## src/hw/rtl/tksd_pkg.sv

```systemverilog
// Shared types and key codes for the terminal key sequence decoder.
`timescale 1ns / 1ps
package tksd_pkg;

  localparam logic [4:0] K_NONE      = 5'd0;
  localparam logic [4:0] K_CHAR      = 5'd1;
  localparam logic [4:0] K_ENTER     = 5'd2;
  localparam logic [4:0] K_BACK      = 5'd3;
  localparam logic [4:0] K_INTR      = 5'd4;
  localparam logic [4:0] K_EOF       = 5'd5;
  localparam logic [4:0] K_HOME      = 5'd6;
  localparam logic [4:0] K_END       = 5'd7;
  localparam logic [4:0] K_LEFT      = 5'd8;
  localparam logic [4:0] K_RIGHT     = 5'd9;
  localparam logic [4:0] K_UP        = 5'd10;
  localparam logic [4:0] K_DOWN      = 5'd11;
  localparam logic [4:0] K_KILLSTART = 5'd12;
  localparam logic [4:0] K_KILLEND   = 5'd13;
  localparam logic [4:0] K_KILLWORD  = 5'd14;
  localparam logic [4:0] K_CLEAR     = 5'd15;
  localparam logic [4:0] K_WLEFT     = 5'd16;
  localparam logic [4:0] K_WRIGHT    = 5'd17;
  localparam logic [4:0] K_DELETE    = 5'd18;
  localparam logic [4:0] K_IGNORED   = 5'd19;

  localparam logic [7:0] B_ESC = 8'h1b;
  localparam logic [7:0] B_DEL = 8'h7f;
  localparam logic [7:0] B_BS  = 8'h08;
  localparam logic [7:0] B_TAB = 8'h09;

  // Classified input byte handed from the front end to the decoder.
  typedef struct packed {
    logic [7:0] data;
    logic [4:0] gkey;
    logic       is_tab;
    logic       is_esc;
    logic       is_lead;
    logic [1:0] owed;
    logic       is_cont;
  } tksd_item_t;

endpackage

```

## src/hw/rtl/tksd_front.sv

```systemverilog
// Input stage: accepts raw bytes and classifies them for ground-state decoding.
`timescale 1ns / 1ps
module tksd_front (
  input  logic              clk,
  input  logic              rst_n,
  input  logic              in_tvalid,
  output logic              in_tready,
  input  logic [7:0]        in_byte,
  output logic              push_valid,
  input  logic              push_ready,
  output tksd_pkg::tksd_item_t push_item
);
  import tksd_pkg::*;

  logic       valid_r, valid_nxt;
  tksd_item_t item_r;
  tksd_item_t cls;
  logic       accept;

  always_comb begin
    cls         = '0;
    cls.data    = in_byte;
    cls.is_cont = (in_byte[7:6] == 2'b10);
    case (in_byte)
      B_ESC: begin
        cls.gkey   = K_NONE;
        cls.is_esc = 1'b1;
      end
      8'h0d, 8'h0a: cls.gkey = K_ENTER;
      B_DEL, B_BS:  cls.gkey = K_BACK;
      8'h03: cls.gkey = K_INTR;
      8'h04: cls.gkey = K_EOF;
      8'h01: cls.gkey = K_HOME;
      8'h05: cls.gkey = K_END;
      8'h02: cls.gkey = K_LEFT;
      8'h06: cls.gkey = K_RIGHT;
      8'h10: cls.gkey = K_UP;
      8'h0e: cls.gkey = K_DOWN;
      8'h15: cls.gkey = K_KILLSTART;
      8'h0b: cls.gkey = K_KILLEND;
      8'h17: cls.gkey = K_KILLWORD;
      8'h0c: cls.gkey = K_CLEAR;
      B_TAB: begin
        cls.gkey   = K_CHAR;
        cls.is_tab = 1'b1;
      end
      default: begin
        if (in_byte < 8'h20) begin
          cls.gkey = K_IGNORED;
        end else if (in_byte < 8'h80) begin
          cls.gkey = K_CHAR;
        end else if ((in_byte & 8'he0) == 8'hc0) begin
          cls.gkey    = K_NONE;
          cls.is_lead = 1'b1;
          cls.owed    = 2'd1;
        end else if ((in_byte & 8'hf0) == 8'he0) begin
          cls.gkey    = K_NONE;
          cls.is_lead = 1'b1;
          cls.owed    = 2'd2;
        end else if ((in_byte & 8'hf8) == 8'hf0) begin
          cls.gkey    = K_NONE;
          cls.is_lead = 1'b1;
          cls.owed    = 2'd3;
        end else begin
          cls.gkey = K_IGNORED;
        end
      end
    endcase
  end

  assign in_tready  = !valid_r || push_ready;
  assign accept     = in_tvalid && in_tready;
  assign push_valid = valid_r;
  assign push_item  = item_r;

  always_comb begin
    valid_nxt = valid_r;
    if (accept) begin
      valid_nxt = 1'b1;
    end else if (push_ready) begin
      valid_nxt = 1'b0;
    end
  end

  always_ff @(posedge clk) begin
    if (!rst_n) begin
      valid_r <= 1'b0;
    end else begin
      valid_r <= valid_nxt;
    end
    if (accept) begin
      item_r <= cls;
    end
  end

endmodule

```

## src/hw/rtl/tksd_queue.sv

```systemverilog
// Two-entry queue between the classifying front end and the decoder.
`timescale 1ns / 1ps
module tksd_queue (
  input  logic              clk,
  input  logic              rst_n,
  input  logic              wr_valid,
  output logic              wr_ready,
  input  tksd_pkg::tksd_item_t wr_item,
  output logic              rd_valid,
  input  logic              rd_pop,
  output tksd_pkg::tksd_item_t rd_item
);
  import tksd_pkg::*;

  tksd_item_t slot_r [2];
  logic       wptr_r, wptr_nxt;
  logic       rptr_r, rptr_nxt;
  logic [1:0] cnt_r, cnt_nxt;
  logic       do_wr, do_rd;

  assign wr_ready = (cnt_r != 2'd2);
  assign rd_valid = (cnt_r != 2'd0);
  assign rd_item  = slot_r[rptr_r];
  assign do_wr    = wr_valid && wr_ready;
  assign do_rd    = rd_pop && rd_valid;

  always_comb begin
    wptr_nxt = do_wr ? !wptr_r : wptr_r;
    rptr_nxt = do_rd ? !rptr_r : rptr_r;
    cnt_nxt  = cnt_r;
    if (do_wr && !do_rd) begin
      cnt_nxt = cnt_r + 2'd1;
    end else if (do_rd && !do_wr) begin
      cnt_nxt = cnt_r - 2'd1;
    end
  end

  always_ff @(posedge clk) begin
    if (!rst_n) begin
      wptr_r <= 1'b0;
      rptr_r <= 1'b0;
      cnt_r  <= 2'd0;
    end else begin
      wptr_r <= wptr_nxt;
      rptr_r <= rptr_nxt;
      cnt_r  <= cnt_nxt;
    end
    if (do_wr) begin
      slot_r[wptr_r] <= wr_item;
    end
  end

endmodule

```

## src/hw/rtl/tksd_back.sv

```systemverilog
// Decoder: escape, CSI, SS3 and UTF-8 state with a registered key event output.
`timescale 1ns / 1ps
module tksd_back #(
  parameter int TAB_SPACES  = 4,
  parameter int PARAM_LIMIT = 16
) (
  input  logic              clk,
  input  logic              rst_n,
  input  logic              q_valid,
  output logic              q_pop,
  input  tksd_pkg::tksd_item_t q_item,
  output logic              out_valid,
  input  logic              out_ready,
  output logic [4:0]        key_code,
  output logic [63:0]       text_bytes,
  output logic [3:0]        text_len
);
  import tksd_pkg::*;

  localparam int PCW = $clog2(PARAM_LIMIT + 1);

  typedef enum logic [2:0] {
    M_GROUND = 3'd0,
    M_ESC    = 3'd1,
    M_CSI    = 3'd2,
    M_SS3    = 3'd3,
    M_UTF8   = 3'd4
  } mode_t;

  typedef enum logic [2:0] {
    PC_EMPTY = 3'd0,
    PC_HOME  = 3'd1,
    PC_END   = 3'd2,
    PC_DEL   = 3'd3,
    PC_FHOME = 3'd4,
    PC_FEND  = 3'd5,
    PC_FDEL  = 3'd6,
    PC_DEAD  = 3'd7
  } pclass_t;

  mode_t          mode_r, mode_nxt;
  logic [23:0]    pend_r, pend_nxt;
  logic [1:0]     pcnt_r, pcnt_nxt;
  logic [1:0]     owed_r, owed_nxt;
  logic [PCW-1:0] parc_r, parc_nxt;
  logic           semi_r, semi_nxt;
  logic           ctrl_r, ctrl_nxt;
  pclass_t        pcls_r, pcls_nxt;

  logic           ovalid_r, ovalid_nxt;
  logic [4:0]     key_r, key_nxt;
  logic [63:0]    text_r, text_nxt;
  logic [3:0]     len_r, len_nxt;

  logic [63:0]    tab_text;
  logic [7:0]     b;
  logic [4:0]     final_key;
  logic [23:0]    pend_add;

  assign q_pop      = q_valid && (!ovalid_r || out_ready);
  assign b          = q_item.data;
  assign out_valid  = ovalid_r;
  assign key_code   = key_r;
  assign text_bytes = text_r;
  assign text_len   = len_r;

  always_comb begin
    for (int i = 0; i < 8; i++) begin
      tab_text[8*i +: 8] = (i < TAB_SPACES) ? 8'h20 : 8'h00;
    end
  end

  always_comb begin
    case (b)
      "A": final_key = K_UP;
      "B": final_key = K_DOWN;
      "C": final_key = ctrl_r ? K_WRIGHT : K_RIGHT;
      "D": final_key = ctrl_r ? K_WLEFT : K_LEFT;
      "H": final_key = K_HOME;
      "F": final_key = K_END;
      "~": begin
        case (pcls_r)
          PC_HOME, PC_FHOME: final_key = K_HOME;
          PC_END, PC_FEND:   final_key = K_END;
          PC_DEL, PC_FDEL:   final_key = K_DELETE;
          default:           final_key = K_IGNORED;
        endcase
      end
      default: final_key = K_IGNORED;
    endcase
  end

  always_comb begin
    case (pcnt_r)
      2'd1:    pend_add = {8'h00, b, 8'h00};
      2'd2:    pend_add = {b, 16'h0000};
      default: pend_add = {16'h0000, b};
    endcase
  end

  always_comb begin
    mode_nxt = mode_r;
    pend_nxt = pend_r;
    pcnt_nxt = pcnt_r;
    owed_nxt = owed_r;
    parc_nxt = parc_r;
    semi_nxt = semi_r;
    ctrl_nxt = ctrl_r;
    pcls_nxt = pcls_r;
    key_nxt  = K_NONE;
    text_nxt = '0;
    len_nxt  = 4'd0;

    case (mode_r)
      M_GROUND, M_UTF8: begin
        if (mode_r == M_UTF8 && q_item.is_cont) begin
          if (pcnt_r == 2'd3 || owed_r == 2'd0) begin
            mode_nxt = M_GROUND;
            pend_nxt = '0;
            pcnt_nxt = 2'd0;
            owed_nxt = 2'd0;
            parc_nxt = '0;
            semi_nxt = 1'b0;
            ctrl_nxt = 1'b0;
            pcls_nxt = PC_EMPTY;
            key_nxt  = K_IGNORED;
          end else if (owed_r != 2'd1) begin
            pend_nxt = pend_r | pend_add;
            pcnt_nxt = pcnt_r + 2'd1;
            owed_nxt = owed_r - 2'd1;
          end else begin
            text_nxt = {40'h0, pend_r | pend_add};
            len_nxt  = {2'b00, pcnt_r} + 4'd1;
            key_nxt  = K_CHAR;
            pend_nxt = '0;
            pcnt_nxt = 2'd0;
            owed_nxt = 2'd0;
            mode_nxt = M_GROUND;
          end
        end else begin
          // A byte in ground, or a non-continuation byte that drops a partial character.
          if (mode_r == M_UTF8) begin
            mode_nxt = M_GROUND;
            pend_nxt = '0;
            pcnt_nxt = 2'd0;
            owed_nxt = 2'd0;
            parc_nxt = '0;
            semi_nxt = 1'b0;
            ctrl_nxt = 1'b0;
            pcls_nxt = PC_EMPTY;
          end
          key_nxt = q_item.gkey;
          if (q_item.is_tab) begin
            text_nxt = tab_text;
            len_nxt  = 4'(TAB_SPACES);
          end else if (q_item.gkey == K_CHAR) begin
            text_nxt = {56'h0, b};
            len_nxt  = 4'd1;
          end
          if (q_item.is_esc) begin
            mode_nxt = M_ESC;
          end
          if (q_item.is_lead) begin
            mode_nxt = M_UTF8;
            pend_nxt = {16'h0000, b};
            pcnt_nxt = 2'd1;
            owed_nxt = q_item.owed;
          end
        end
      end
      M_ESC: begin
        parc_nxt = '0;
        semi_nxt = 1'b0;
        ctrl_nxt = 1'b0;
        pcls_nxt = PC_EMPTY;
        mode_nxt = M_GROUND;
        if (b == "[") begin
          mode_nxt = M_CSI;
        end else if (b == "O") begin
          mode_nxt = M_SS3;
        end else if (b == "b" || b == "B") begin
          key_nxt = K_WLEFT;
        end else if (b == "f" || b == "F") begin
          key_nxt = K_WRIGHT;
        end else begin
          key_nxt = K_IGNORED;
        end
      end
      M_CSI: begin
        if (b >= 8'h20 && b <= 8'h3f) begin
          if (parc_r < PCW'(PARAM_LIMIT)) begin
            if (semi_r && b == "5") begin
              ctrl_nxt = 1'b1;
            end
            semi_nxt = (b == ";");
            case (pcls_r)
              PC_EMPTY: begin
                if (b == "1" || b == "7") begin
                  pcls_nxt = PC_HOME;
                end else if (b == "4" || b == "8") begin
                  pcls_nxt = PC_END;
                end else if (b == "3") begin
                  pcls_nxt = PC_DEL;
                end else begin
                  pcls_nxt = PC_DEAD;
                end
              end
              PC_HOME: pcls_nxt = (b == ";") ? PC_FHOME : PC_DEAD;
              PC_END:  pcls_nxt = (b == ";") ? PC_FEND : PC_DEAD;
              PC_DEL:  pcls_nxt = (b == ";") ? PC_FDEL : PC_DEAD;
              default: pcls_nxt = pcls_r;
            endcase
            parc_nxt = parc_r + PCW'(1);
          end
        end else begin
          mode_nxt = M_GROUND;
          key_nxt  = final_key;
        end
      end
      M_SS3: begin
        mode_nxt = M_GROUND;
        key_nxt  = final_key;
      end
      default: begin
        mode_nxt = M_GROUND;
        pend_nxt = '0;
        pcnt_nxt = 2'd0;
        owed_nxt = 2'd0;
        parc_nxt = '0;
        semi_nxt = 1'b0;
        ctrl_nxt = 1'b0;
        pcls_nxt = PC_EMPTY;
        key_nxt  = K_IGNORED;
      end
    endcase
  end

  always_comb begin
    ovalid_nxt = ovalid_r;
    if (q_pop) begin
      ovalid_nxt = 1'b1;
    end else if (out_ready) begin
      ovalid_nxt = 1'b0;
    end
  end

  always_ff @(posedge clk) begin
    if (!rst_n) begin
      mode_r   <= M_GROUND;
      pend_r   <= '0;
      pcnt_r   <= 2'd0;
      owed_r   <= 2'd0;
      parc_r   <= '0;
      semi_r   <= 1'b0;
      ctrl_r   <= 1'b0;
      pcls_r   <= PC_EMPTY;
      ovalid_r <= 1'b0;
    end else begin
      ovalid_r <= ovalid_nxt;
      if (q_pop) begin
        mode_r <= mode_nxt;
        pend_r <= pend_nxt;
        pcnt_r <= pcnt_nxt;
        owed_r <= owed_nxt;
        parc_r <= parc_nxt;
        semi_r <= semi_nxt;
        ctrl_r <= ctrl_nxt;
        pcls_r <= pcls_nxt;
      end
    end
    if (q_pop) begin
      key_r  <= key_nxt;
      text_r <= text_nxt;
      len_r  <= len_nxt;
    end
  end

endmodule

```

## src/hw/rtl/terminal_key_sequence_decoder_core.sv

```systemverilog
// Top level of the terminal key sequence decoder.
// The block turns raw terminal bytes into key events, one event per byte.
// Input: in_tvalid/in_tready/in_tdata, one byte per request.
// Output: out_tvalid/out_tready/out_tdata, one key event per request.
// A control byte maps to an editing key, tab gives TAB_SPACES spaces, and
// UTF-8 characters, ESC word moves and CSI or SS3 sequences are assembled.
// Bytes that only advance a sequence give key code none.
// A byte passes a classify register, a two-entry queue and the decode
// register, in that order, before its event appears. While out_tready is
// high, one byte is accepted and one event is given every cycle; the decode
// register holds the sequence state and closes the only feedback loop.
// When the receiver stalls, the queue and the input register fill and
// in_tready falls once four requests are held; no request is lost.
// Reset clears all sequence state and empties the queue and output.
`timescale 1ns / 1ps
module terminal_key_sequence_decoder_core #(
  parameter int TAB_SPACES  = 4,
  parameter int PARAM_LIMIT = 16
) (
  input  logic        clk,
  input  logic        rst_n,
  input  logic        in_tvalid,
  output logic        in_tready,
  input  logic [7:0]  in_tdata,   // [7:0] in_byte
  output logic        out_tvalid,
  input  logic        out_tready,
  output logic [79:0] out_tdata   // [4:0] key_code, [68:5] text_bytes, [72:69] text_len
);
  import tksd_pkg::*;

  logic       push_valid, push_ready;
  tksd_item_t push_item;
  logic       q_valid, q_pop;
  tksd_item_t q_item;
  logic [4:0]  key_code;
  logic [63:0] text_bytes;
  logic [3:0]  text_len;

  tksd_front u_front (
    .clk        (clk),
    .rst_n      (rst_n),
    .in_tvalid  (in_tvalid),
    .in_tready  (in_tready),
    .in_byte    (in_tdata),
    .push_valid (push_valid),
    .push_ready (push_ready),
    .push_item  (push_item)
  );

  tksd_queue u_queue (
    .clk      (clk),
    .rst_n    (rst_n),
    .wr_valid (push_valid),
    .wr_ready (push_ready),
    .wr_item  (push_item),
    .rd_valid (q_valid),
    .rd_pop   (q_pop),
    .rd_item  (q_item)
  );

  tksd_back #(
    .TAB_SPACES  (TAB_SPACES),
    .PARAM_LIMIT (PARAM_LIMIT)
  ) u_back (
    .clk        (clk),
    .rst_n      (rst_n),
    .q_valid    (q_valid),
    .q_pop      (q_pop),
    .q_item     (q_item),
    .out_valid  (out_tvalid),
    .out_ready  (out_tready),
    .key_code   (key_code),
    .text_bytes (text_bytes),
    .text_len   (text_len)
  );

  assign out_tdata = {7'b0, text_len, text_bytes, key_code};

endmodule

```

## config.mk

```make
export PLATFORM = sky130hd
export DESIGN_NAME = terminal_key_sequence_decoder_core
export DESIGN_NICKNAME = d
export VERILOG_FILES = /design/src/hw/rtl/tksd_pkg.sv /design/src/hw/rtl/tksd_front.sv /design/src/hw/rtl/tksd_queue.sv /design/src/hw/rtl/tksd_back.sv /design/src/hw/rtl/terminal_key_sequence_decoder_core.sv
export SDC_FILE = /design/constraint.sdc
export NUM_CORES = 1
export LEC_CHECK = 0
export BUFFER_PORTS_ARGS = -buffer_cell sky130_fd_sc_hd__buf_2
export CORE_MARGIN = 4
export CORE_UTILIZATION = 58
export CTS_CLUSTER_SIZE = 14
export DETAILED_ROUTE_END_ITERATION = 8
export PLACE_DENSITY_LB_ADDON = 0.15
export SLEW_MARGIN = 20
export SYNTH_ARGS = -nofsm -noshare
export SYNTH_HDL_FRONTEND = slang
export SYNTH_SLANG_ARGS = --single-unit
```

## constraint.sdc

```tcl
create_clock -name clk -period 3 [get_ports clk]
set_input_delay 0.3 -clock clk [delete_from_list [all_inputs] [get_ports clk]]
set_output_delay 0.3 -clock clk [all_outputs]
set_load 0.05 [all_outputs]
```

==> results of run 1 <==
-- final cells by class --
type	instances	area share [%]
clock buffer	20	5.96
timing repair buffer	63	4.78
sequential	138	48.9
inverter	23	1.17
multi-input combinational	417	35.5
clock inverter	12	1.35
tap	140	2.34
-- routing by layer --
layer	track usage, %	up-vias	wire (um)
met2	40.0	223	7450
met5	0	-	0
met1	29.8	2359	6260
met3	5.64	38	1160
met4	10.3	0	413
li1	-	2298	-
-- metrics by stage --
step                power (mW)  instance area [um2]  setup WS [ns]
global placement          4.87                 6940          0.584
global route              7.10                 7490          0.283
CTS                       6.81                 7490          0.425
finish                    6.80                 7490          0.436
detailed placement        4.90                 6940          0.517
floorplan                 4.38                 6870          0.402
-- cells in the final DEF (no fill, tap or decap), types with 6 or more instances in the layout --
cell type  netlist  final
inv_1           21     21
a22o_1           8      8
nor2_1          44     44
nand2_1         27     27
buf_2            6     46
nand2b_1         7      7
conb_1           1     47
edfxtp_1        90     90
buf_4           51     17
dfxtp_1         48     47
a21oi_1         49     49
nand3_1         16     16
nand4_1          6      6
ha_1             7      7
o211ai_1         6      6
nor4_1           6      6
nor3_1          11     11
nor2b_1          6      6
or3_1            8      8
o2bb2ai_1       24     24
a31oi_1          6      6
o21ai_0         26     26
mux2_2          14     14
mux2i_1         12     12
clkbuf_16        0     17
-- worst max-delay path: stages, from the launching register on --
cell and delay, ns:
dfxtp_1 0.37, inv_1 0.07, ha_1 0.20, or3b_2 0.53, nor4_4 0.45, nand2_1 0.10, a21oi_1 0.48, a22o_1 0.22
-- worst max-delay path by stage --
stage	to
CTS	u_back.text_bytes[0]
floorplan	u_back.pend_r[0]
detailed placement	u_back.key_code[4]
global placement	u_back.key_code[4]
global route	u_back.text_bytes[0]
finish	u_back.text_bytes[0]
-- power groups by stage --
stage / clock, mW / sequential (mW) / combinational [mW]
2_1_floorplan: 0 / 3.16 / 1.22
3_3_place_gp: 0 / 2.64 / 2.23
3_5_place_dp: 0 / 2.65 / 2.25
4_1_cts: 1.93 / 2.62 / 2.25
5_1_grt: 2.03 / 2.65 / 2.41
6_report: 1.91 / 2.62 / 2.27
-- logic make-up (layout without fill, tap and decap cells) --
group	after synthesis	in the layout	synth area share [%]
other	1	47	0.0560
and+or+nand+nor	169	169	14.1
buffers and inverters	94	118	8.25
muxes	27	27	4.35
DFF	138	138	54.7
xor gates and xnor gates	8	8	1.05
adders and majority gates	7	7	1.31
AOI/OAI and AO/OA	159	159	16.2
-- state kept, by name (all words and copies together), names as in the netlist, 3 cells and up, named ones only --
register,flops
u_queue.slot_r,38
u_back.pcls_r,3
u_back.pend_r,24
u_back.mode_r,3
u_back.key_code,5
u_front.push_item,19
u_back.parc_r,5
u_back.text_len,3
u_back.text_bytes,25
==> summary.txt, run 1 <==
Status
  • Status: finished clean

Pwr
  • Static Leakage: around 2.7 nW
  • Switching pwr: approximately 2.6 mW
  • Worst VDD drop: slightly below 0.0009 V
  • Internal Power: 4.17 mW
  • Pwr dens: ~910 nW/um2
  • Clock Power Share: 28.2%
  • Seq pwr share: approximately two fifths
  • Comb pwr share: ~33%
  • Switching part of the total: around two fifths

Worst setup path
  • Crit Path Class: flop to flop
  • Origin of the critical flop-to-flop path: u_back.owed_r[0]
  • R2R depth: 7
  • Critical Path Source Type: flop
  • Worst Setup SP: u_back.owed_r[0]
  • R2r endpoint: u_back.text_bytes[0]
  • Data arrival, critical path: around 2.8 ns
  • Crit Path Max Fanout: 8
  • Worst R2R Setup Slack: approximately 0.44 ns
  • Worst Path Required: 3.28 ns
  • Critical Path End Type: flop

GRT
  • GRT Util Overall: between 20% and 30%
  • Number of global-route vias before repair: between 4000 and 5000
  • Gr ovfl total: 0
  • Initial antenna violation count: 0
  • Largest net degree at the start of global routing: 26
  • First-pass GRT wire length: 24300 um

Floorplanning
  • Initial Utilization: around three fifths
  • Die ar.: between 10000 and 15000 um2
  • IO Pins: 94
  • Die X: around 120 um
  • Chip height: approximately 120 um
  • FP Rows: 38
  • Core Region: 11100 um2

Timing
  • RSZ-0062 raised after global routing: false
  • Max frequency: 0.390 GHz
  • Clock Skew: about 0.008 ns
  • Min Clock Period, post-route: about 2.6 ns
  • Final Hold Fails: 0
  • Final critical-path share of the clock period: between 80% and 90%
  • Slew Viols, Final: 0
  • Slew @ Worst Pin: about 0.9 ns
  • # setup viols final: 0
  • Sum Neg Setup Slack: 0 ns
  • Slew headroom: between 30% and 40%
  • Final hold slack: roughly 0.13 ns

Min path
  • Hold_sp: in_tvalid
  • Hold crit path type: input port to flop
  • Worst hold path cell count: 3
  • Hold Crit Endpoint: u_front.push_valid

Routing
  • DRC Markers: 0
  • Drt via density: roughly 6.0
  • DR iter-0 viols: slightly below 400
  • Average wire per standard cell: roughly 19 um
  • Vias: 4918
  • Drt total wl: ~15000 um
  • DRT antenna net count: 0
  • First-pass DRT Iterations: 5

CTS
  • Post-cts resize count: 0
  • Clock Latency Late Sink: between 0.4 and 0.5 ns
  • Clk sinks: roughly 140
  • CTS root buf: clkbuf_16
  • Worst-case clock buffer depth: 2
  • CTS tree: done
  • Postcts setup bufs: 0
  • Clock Pin Slew Worst Setup and Hold Paths: roughly 0.060 ns
  • Hold-fix buffers, CTS: 0
  • H-tree depth: 4
  • Cts bufs inserted: 17

Cells and area
  • # fillers: 823
  • Layout area overhead: 11.8%
  • Util after Layout: around two thirds
  • Register Area: roughly 3700 um2
  • ANT cells: 0
  • Share of cells above drive strength 1: ~18%
  • Post-route insts no fill: 813
  • Multi-input logic area: 2660 um2
  • Fin nets: approximately 680

Placement
  • Port buffer count: 46
  • Placed cell count: around 780
  • Placed wire-length estimate: between 10000 and 15000 um
  • GP Congestion: between 0.9 and 1

Flow run
  • # Max-Cap Violations: 0

Yosys
  • Mapped Cells: about 600
  • Most area-consuming cells after synthesis: edfxtp_1 (40%), dfxtp_1 (14%), buf_4 (5.7%)
  • Sequential share of the synthesized area: a little over half
  • Post-synthesis async set-or-reset flop share: 0%
  • Netlist cell types: 70
  • Post-synth top cells: edfxtp_1 (90), buf_4 (51), a21oi_1 (49), dfxtp_1 (48), nor2_1 (44)
  • Synthesized area: roughly 6700 um2
  • YS warnings: 0
  • Synth top area share: about 40%
  • Post-Syn Area per Cell: approximately 11 um2
  • EDFF count, synth: 90
  • Flops & latches, synth: 138
  • Dominant cell by count in the synthesized netlist: edfxtp_1
  • Post-synth top area cell: edfxtp_1
  • Dominant synthesized flop cell: edfxtp_1
No activity file was read; power rests on OpenSTA's default activity.
==> inputs of run 2 (changes only) <==
Settings changed: SYNTH_HIERARCHICAL set to 1.
==> run 2 against run 1 <==
Setup slack got worse by 0.12 ns. Combinational power increased by 17%. Global-route usage down 2.5 points. Fmax shrank 4.4%. Via count fell by 4.0%. Critical path type unchanged. Critical endpoint is now u_back/parc_r[2]. Largest cell class unchanged. Largest power group unchanged.
==> summary.txt, run 2 <==
Yosys
  • Post-Syn Area per Cell: 11.0 um2 (was 11.1 um2)
  • Synthesized area: 6720 um2 (was 6700 um2)
  • Sequential share of the synthesized area: 54.5% (was 54.7%)
  • Post-synthesis async set-or-reset flop share: 0% (unchanged)
  • Mapped Cells: 609 (was 603)
  • YS warnings: 6 (was 0)
  • Dominant cell by count in the synthesized netlist: edfxtp_1 (unchanged)
  • EDFF count, synth: 90 (unchanged)
  • Most area-consuming cells after synthesis: edfxtp_1 (40%), dfxtp_1 (14%), buf_4 (5.5%) (was edfxtp_1 (40%), dfxtp_1 (14%), buf_4 (5.7%))
  • Post-synth top area cell: edfxtp_1 (unchanged)
  • Post-synth top cells: edfxtp_1 (90), buf_4 (49), dfxtp_1 (48), nor2_1 (45), a21oi_1 (38) (was edfxtp_1 (90), buf_4 (51), a21oi_1 (49), dfxtp_1 (48), nor2_1 (44))
  • Synth top area share: 40.2% (was 40.3%)
  • Flops & latches, synth: 138 (unchanged)
  • Dominant synthesized flop cell: edfxtp_1 (unchanged)
  • Netlist cell types: 77 (was 70)

Cells and area
  • Final instance area: 7530 um2 (was 7490 um2)
  • Max FFs per register: 38 (unchanged)
  • Top reg by flops: u_queue/slot_r (was u_queue.slot_r)
  • ANT cells: 0 (unchanged)
  • Fin nets: 667 (was 679)
  • Most frequent cells in the layout: edfxtp_1 (90), dfxtp_1 (48), conb_1 (47) (was edfxtp_1 (90), a21oi_1 (49), conb_1 (47), dfxtp_1 (47), buf_2 (46))
  • Share of cells above drive strength 1: 18.8% (was 18.0%)
  • Leading cell type in the layout, fill and taps excluded: edfxtp_1 (unchanged)
  • Layout area overhead: 11.9% (was 11.8%)
  • # fillers: 870 (was 823)
  • Register Area: 3660 um2 (about the same)
  • Multi-input logic area: 2640 um2 (was 2660 um2)

Worst setup path
  • Crit-path slowest cell: dfxtp_1 (was or3b_2)
  • CP endpoint: u_back/parc_r[2] (was u_back.text_bytes[0])
  • Critical Path End Type: flop (unchanged)
  • CP most frequent cell: or3_1
  • Crit Path Class: flop to flop (unchanged)
  • R2R depth: 7 (unchanged)
  • R2r endpoint: u_back/parc_r[2] (was u_back.text_bytes[0])
  • Data arrival, critical path: 3.01 ns (was 2.84 ns)
  • Crit Path Max Fanout: 11 (was 8)
  • CP Cell Sequence: buf_4, mux2_2, nor4b_4, a311oi_1, or3_1, or3_1, a21oi_1 (was inv_1, ha_1, or3b_2, nor4_4, nand2_1, a21oi_1, a22o_1)
  • Worst R2R Setup Slack: 0.32 ns (was 0.44 ns)
  • Crit path largest cell delay: 0.50 ns (was 0.53 ns)
  • Worst Path Required: 3.33 ns (was 3.28 ns)
  • Critical Path Source Type: flop (unchanged)

Routing
  • DR iter-0 viols: 329 (was 391)
  • First-pass DRT Iterations: 5 (unchanged)
  • Drt total wl: 13900 um (was 15300 um)
  • Average wire per standard cell: 17.3 um (was 18.8 um)
  • DRT antenna net count: 0 (unchanged)
  • DRC Markers: 0 (unchanged)
  • Vias: 4723 (was 4918)
  • Drt via density: 5.87 (was 6.05)

CTS
  • Cts bufs inserted: 17 (unchanged)
  • CTS root buf: clkbuf_16 (unchanged)
  • Clock Latency Late Sink: 0.41 ns (was 0.42 ns)
  • Clk sinks: 138 (unchanged)
  • Clock Pin Slew Worst Setup and Hold Paths: 0.06 ns (about the same)
  • CTS tree: done (unchanged)
  • Hold-fix buffers, CTS: 0 (unchanged)
  • Postcts setup bufs: 0 (unchanged)
  • H-tree depth: 4 (unchanged)
  • Post-cts resize count: 0 (unchanged)
  • Worst-case clock buffer depth: 2 (unchanged)

Timing
  • RSZ-0062 raised after global routing: false (unchanged)
  • Final critical-path share of the clock period: 89.4% (was 85.5%)
  • # setup viols final: 0 (unchanged)
  • Clock Skew: 0.00653 ns (was 0.00799 ns)
  • Slew @ Worst Pin: 0.876 ns (was 0.904 ns)
  • Final Hold Fails: 0 (unchanged)
  • Slew headroom: 41.6% (was 39.7%)
  • Max frequency: 0.373 GHz (was 0.390 GHz)
  • Sum Neg Setup Slack: 0 ns (unchanged)
  • Slew Viols, Final: 0 (unchanged)
  • Min Clock Period, post-route: 2.68 ns (was 2.56 ns)

Min path
  • Hold crit path type: input port to flop (unchanged)

Flow run
  • # Max-Cap Violations: 0 (unchanged)

GRT
  • Number of global-route vias before repair: 4368 (was 4589)
  • Gr ovfl total: 0 (unchanged)
  • GRT Util Overall: 21.4% (was 23.9%)
  • First-pass GRT wire length: 22200 um (was 24300 um)
  • Largest net degree at the start of global routing: 38 (was 26)
  • Initial antenna violation count: 0 (unchanged)

Placement
  • Placed wire-length estimate: 9840 um (was 11100 um)
  • Dpl cell area: 6880 um2 (was 6940 um2)
  • Port buffer count: 46 (unchanged)
  • GP Congestion: 0.943 (was 0.917)

Floorplanning
  • Chip height: 116 um (was 115 um)
  • IO Pins: 94 (unchanged)
  • Initial Utilization: 59.1% (was 60.5%)
  • Die X: 116 um (was 115 um)
  • FP Rows: 39 (was 38)
  • Core Region: 11400 um2 (was 11100 um2)
  • Die ar.: 13400 um2 (was 13300 um2)

Pwr
  • Static Leakage: 2.76 nW (was 2.72 nW)
  • Pwr dens: 1010 nW/um2 (was 907 nW/um2)
  • Worst VDD drop: 0.000788 V (was 0.000886 V)

Status
  • Status: finished clean (unchanged)
## run 2: cell count changes in the layout (fill, tap and decap cells not counted), sizes merged, moves of 5 or more
cell     previous run  this run
inv                22        16
nor3               11        17
nand2b              7        14
a21boi              0         7
a21oi              50        39
nor2b               6        16
a22o                8        24
mux2i              13         1
o2bb2ai            24         0
mux2               14        19
## run 2: worst min-delay path by stage
stage,from,end,slack [ns],cells past startpoint
floorplan,in_tdata[0],u_front/push_item[11],0.40,0
global placement,u_front/push_item[5],u_queue/slot_r[0][5],0.42,0
detailed placement,u_front/push_item[17],u_queue/slot_r[0][17],0.43,0
CTS,in_tvalid,u_front/push_valid,0.12,3
global route,in_tvalid,u_front/push_valid,0.14,3
finish,in_tvalid,u_front/push_valid,0.14,3
## run 2: logic make-up (layout without fill, tap and decap cells)
group           Yosys count  after routing  share of synthesized area [%]
compound gates          146            146                           15.4
xor+xnor                 10             10                           1.30
fa+ha+maj                 7              7                           1.30
buf+inv                 102            109                           8.80
flops                   138            138                           54.5
mux                      20             20                           3.33
other cells               2             47                          0.112
simple gates            184            184                           15.3
## run 2: critical path, delay by kind of cell (launching register included)
| family | cells | cell delay (ns) |
|---|---|---|
| simple gates | 3 | 1.13 |
| flops | 1 | 0.50 |
| mux | 1 | 0.46 |
| compound gates | 2 | 0.34 |
| buf+inv | 1 | 0.18 |
## run 2: report_power, final
part | leakage [nW] | total, mW | switching (mW) | internal [mW]
Combinational | 1.21 | 2.66 | 1.98 | 0.676
Clock | 0.308 | 2.23 | 0.745 | 1.49
Sequential | 1.25 | 2.70 | 0.176 | 2.52
## run 2: through the flow
stage / setup WS (ns) / total power [mW] / hold slack, ns / std cells / utilization [%]
2_1_floorplan: 0.478 / 4.81 / 0.399 / 654 / -
3_3_place_gp: 0.449 / 5.33 / 0.425 / 772 / 60.5
3_5_place_dp: 0.373 / 5.38 / 0.430 / 772 / 60.5
4_1_cts: 0.368 / 7.62 / 0.124 / 804 / 66.2
5_1_grt: 0.114 / 7.94 / 0.140 / 804 / 66.2
6_report: 0.318 / 7.59 / 0.143 / 804 / 66.2
## run 2: cell type report
class | count | area share [%]
inverter | 16 | 0.798
clock inverter | 13 | 2.66
multi-input combinational | 414 | 35.0
sequential | 138 | 48.7
tap | 143 | 2.38
timing repair buffer | 61 | 4.56
clock buffer | 19 | 5.89
## run 2: per-layer routing
metal | vias to the layer above | routed length, um | GRT usage [%]
met5 | - | 0 | 0
met4 | 0 | 217 | 7.89
met3 | 17 | 868 | 5.01
met2 | 183 | 7040 | 36.7
met1 | 2284 | 5810 | 26.5
li1 | 2239 | - | -
==> inputs of run 3 (changes only) <==
Settings changed: CELL_PAD_IN_SITES_DETAIL_PLACEMENT set to 1, CELL_PAD_IN_SITES_GLOBAL_PLACEMENT set to 1, CORE_UTILIZATION 58 to 46.
==> run 3 against run 2 <==
Register-to-register slack better by 0.05 ns. Critical path type unchanged. Core utilization fell by 13 points. Die area grew 24%. Sequential share of layout area rose by 0.17 points. Via count shrank 0.34%. Power fell by 2.1%. Sequential cell count stayed put. Clock power shrank 10%. Non-clock buffer count rose by 1.
==> summary.txt, run 3 (synthesis gave the netlist of run 2 again) <==
Timing
  • Min Clock Period, post-route: 2.64 ns (was 2.68 ns)
  • Max frequency: 0.379 GHz (was 0.373 GHz)
  • Final critical-path share of the clock period: 87.9% (was 89.4%)
  • Sum Neg Setup Slack: 0 ns (unchanged)
  • Slew Viols, Final: 0 (unchanged)
  • Final Hold Fails: 0 (unchanged)
  • Slew @ Worst Pin: 0.945 ns (was 0.876 ns)
  • # setup viols final: 0 (unchanged)
  • Slew headroom: 37.0% (was 41.6%)
  • RSZ-0062 raised after global routing: false (unchanged)
  • Clock Skew: 0.00852 ns (was 0.00653 ns)

Routing
  • DR iter-0 viols: 254 (was 329)
  • Average wire per standard cell: 19.2 um (was 17.3 um)
  • First-pass DRT Iterations: 4 (was 5)
  • Drt via density: 5.59 (was 5.87)
  • DRT antenna net count: 0 (unchanged)
  • DRC Markers: 0 (unchanged)
  • Drt total wl: 16100 um (was 13900 um)
  • Vias: 4707 (was 4723)

Worst setup path
  • Worst R2R Setup Slack: 0.36 ns (was 0.32 ns)
  • Crit Path Max Fanout: 13 (was 11)
  • Critical Path Source Type: flop (unchanged)
  • Worst Path Required: 3.36 ns (was 3.33 ns)
  • Crit Path Class: flop to flop (unchanged)
  • Crit-path slowest cell: mux2_2 (was dfxtp_1)
  • CP Cell Sequence: buf_4, mux2_2, nor4b_4, a311oi_1, or3_1, or3_1, a21oi_1 (unchanged)
  • Delay-heaviest family, CP: simple AND/OR/NAND/NOR gates (unchanged)
  • CP most frequent cell: or3_1 (unchanged)
  • R2r endpoint: u_back/parc_r[3] (was u_back/parc_r[2])
  • CP Buf/Inv Count: 1 (unchanged)
  • Data arrival, critical path: 3.00 ns (was 3.01 ns)
  • Crit path largest cell delay: 0.48 ns (was 0.50 ns)
  • Critical Path End Type: flop (unchanged)
  • R2R depth: 7 (unchanged)

Min path
  • Hold crit path type: input port to flop (unchanged)
  • Worst hold path cell count: 3 (unchanged)
  • Hold_sp: in_tvalid (unchanged)
  • Hold Crit Endpoint: u_front/push_valid (unchanged)

GRT
  • Initial antenna violation count: 0 (unchanged)
  • First-pass GRT wire length: 26000 um (was 22200 um)
  • GRT Util Overall: 20.3% (was 21.4%)
  • Number of global-route vias before repair: 4905 (was 4368)
  • Gr ovfl total: 0 (unchanged)
  • Largest net degree at the start of global routing: 27 (was 38)

Cells and area
  • Leading cell type in the layout, fill and taps excluded: edfxtp_1 (unchanged)
  • Share of cells above drive strength 1: 18.9% (was 18.8%)
  • Layout area overhead: 11.5% (was 11.9%)
  • Max FFs per register: 38 (unchanged)
  • ANT cells: 0 (unchanged)
  • Fin nets: 668 (was 667)
  • Top reg by flops: u_queue/slot_r (unchanged)
  • Most frequent cells in the layout: edfxtp_1 (90), dfxtp_1 (48), conb_1 (47) (unchanged)
  • Final instance area: 7500 um2 (was 7530 um2)

Floorplanning
  • FP Rows: 43 (was 39)
  • IO Pins: 94 (unchanged)
  • Chip height: 129 um (was 116 um)
  • Initial Utilization: 47.7% (was 59.1%)
  • Core Region: 14100 um2 (was 11400 um2)
  • Die ar.: 16600 um2 (was 13400 um2)
  • Die X: 129 um (was 116 um)

CTS
  • H-tree depth: 4 (unchanged)
  • Postcts setup bufs: 0 (unchanged)
  • Post-cts resize count: 0 (unchanged)
  • Hold-fix buffers, CTS: 0 (unchanged)
  • Clk sinks: 138 (unchanged)
  • Worst-case clock buffer depth: 2 (unchanged)
  • Clock Latency Late Sink: 0.42 ns (was 0.41 ns)
  • Clock Pin Slew Worst Setup and Hold Paths: 0.06 ns (about the same)
  • CTS root buf: clkbuf_16 (unchanged)
  • Cts bufs inserted: 17 (unchanged)
  • CTS tree: done (unchanged)

Pwr
  • Pwr dens: 991 nW/um2 (was 1010 nW/um2)
  • Worst VDD drop: 0.000405 V (was 0.000788 V)
  • Static Leakage: 2.73 nW (was 2.76 nW)

Placement
  • Dpl cell area: 6940 um2 (was 6880 um2)
  • Port buffer count: 46 (unchanged)
  • GP Congestion: 0.833 (was 0.943)
  • Placed wire-length estimate: 11500 um (was 9840 um)

Status
  • Status: finished clean (unchanged)

Flow run
  • # Max-Cap Violations: 0 (unchanged)
[run 3: final cells by class]
type / instances / area (um2)
Tap cell: 180 / 225
Fill cell: 1541 / 6600
Inverter: 16 / 60.1
Clock inverter: 12 / 126
Multi-Input combinational cell: 414 / 2640
Clock buffer: 20 / 437
Sequential cell: 138 / 3660
Timing Repair Buffer: 62 / 350
[run 3: report_power, final]
group          leakage, nW  switching, mW  internal (mW)
Combinational         1.21           2.08          0.685
Sequential            1.25          0.146           2.52
Clock                0.274          0.782           1.22
[run 3: through the flow]
stage	total power, mW	hold WS [ns]	util (%)	instances	setup WS, ns
2_1_floorplan	4.81	0.399	-	654	0.478
4_1_cts	7.49	0.117	53.2	842	0.355
6_report	7.43	0.139	53.2	842	0.363
3_3_place_gp	5.38	0.427	49.2	810	0.496
5_1_grt	7.80	0.139	53.2	842	0.166
3_5_place_dp	5.47	0.435	49.2	810	0.387
[run 3: how the worst max path moves through the flow]
stage                                     to  slack, ns  cells past startpoint
after floorplan             u_queue/cnt_r[1]       0.48                      8
after global placement    u_back/key_code[0]       0.50                      7
after detailed placement    u_back/parc_r[3]       0.39                      7
after CTS                   u_back/parc_r[3]       0.35                      7
after global routing        u_back/parc_r[3]       0.17                      7
final                       u_back/parc_r[3]       0.36                      7
[run 3: routing by layer]
| metal | vias to the layer above | global-route usage [%] | routed length, um |
|---|---|---|---|
| met5 | - | 0 | 0 |
| met4 | 0 | 7.35 | 269 |
| met3 | 19 | 5.27 | 707 |
| met2 | 122 | 35.1 | 8240 |
| met1 | 2330 | 24.5 | 6910 |
| li1 | 2236 | - | - |
[run 3: tightest hold or removal path, delay by kind of cell]
kind | cells | cell delay [ns]
buffers and inverters | 2 | 0.14
AOI/OAI and AO/OA | 1 | 0.06
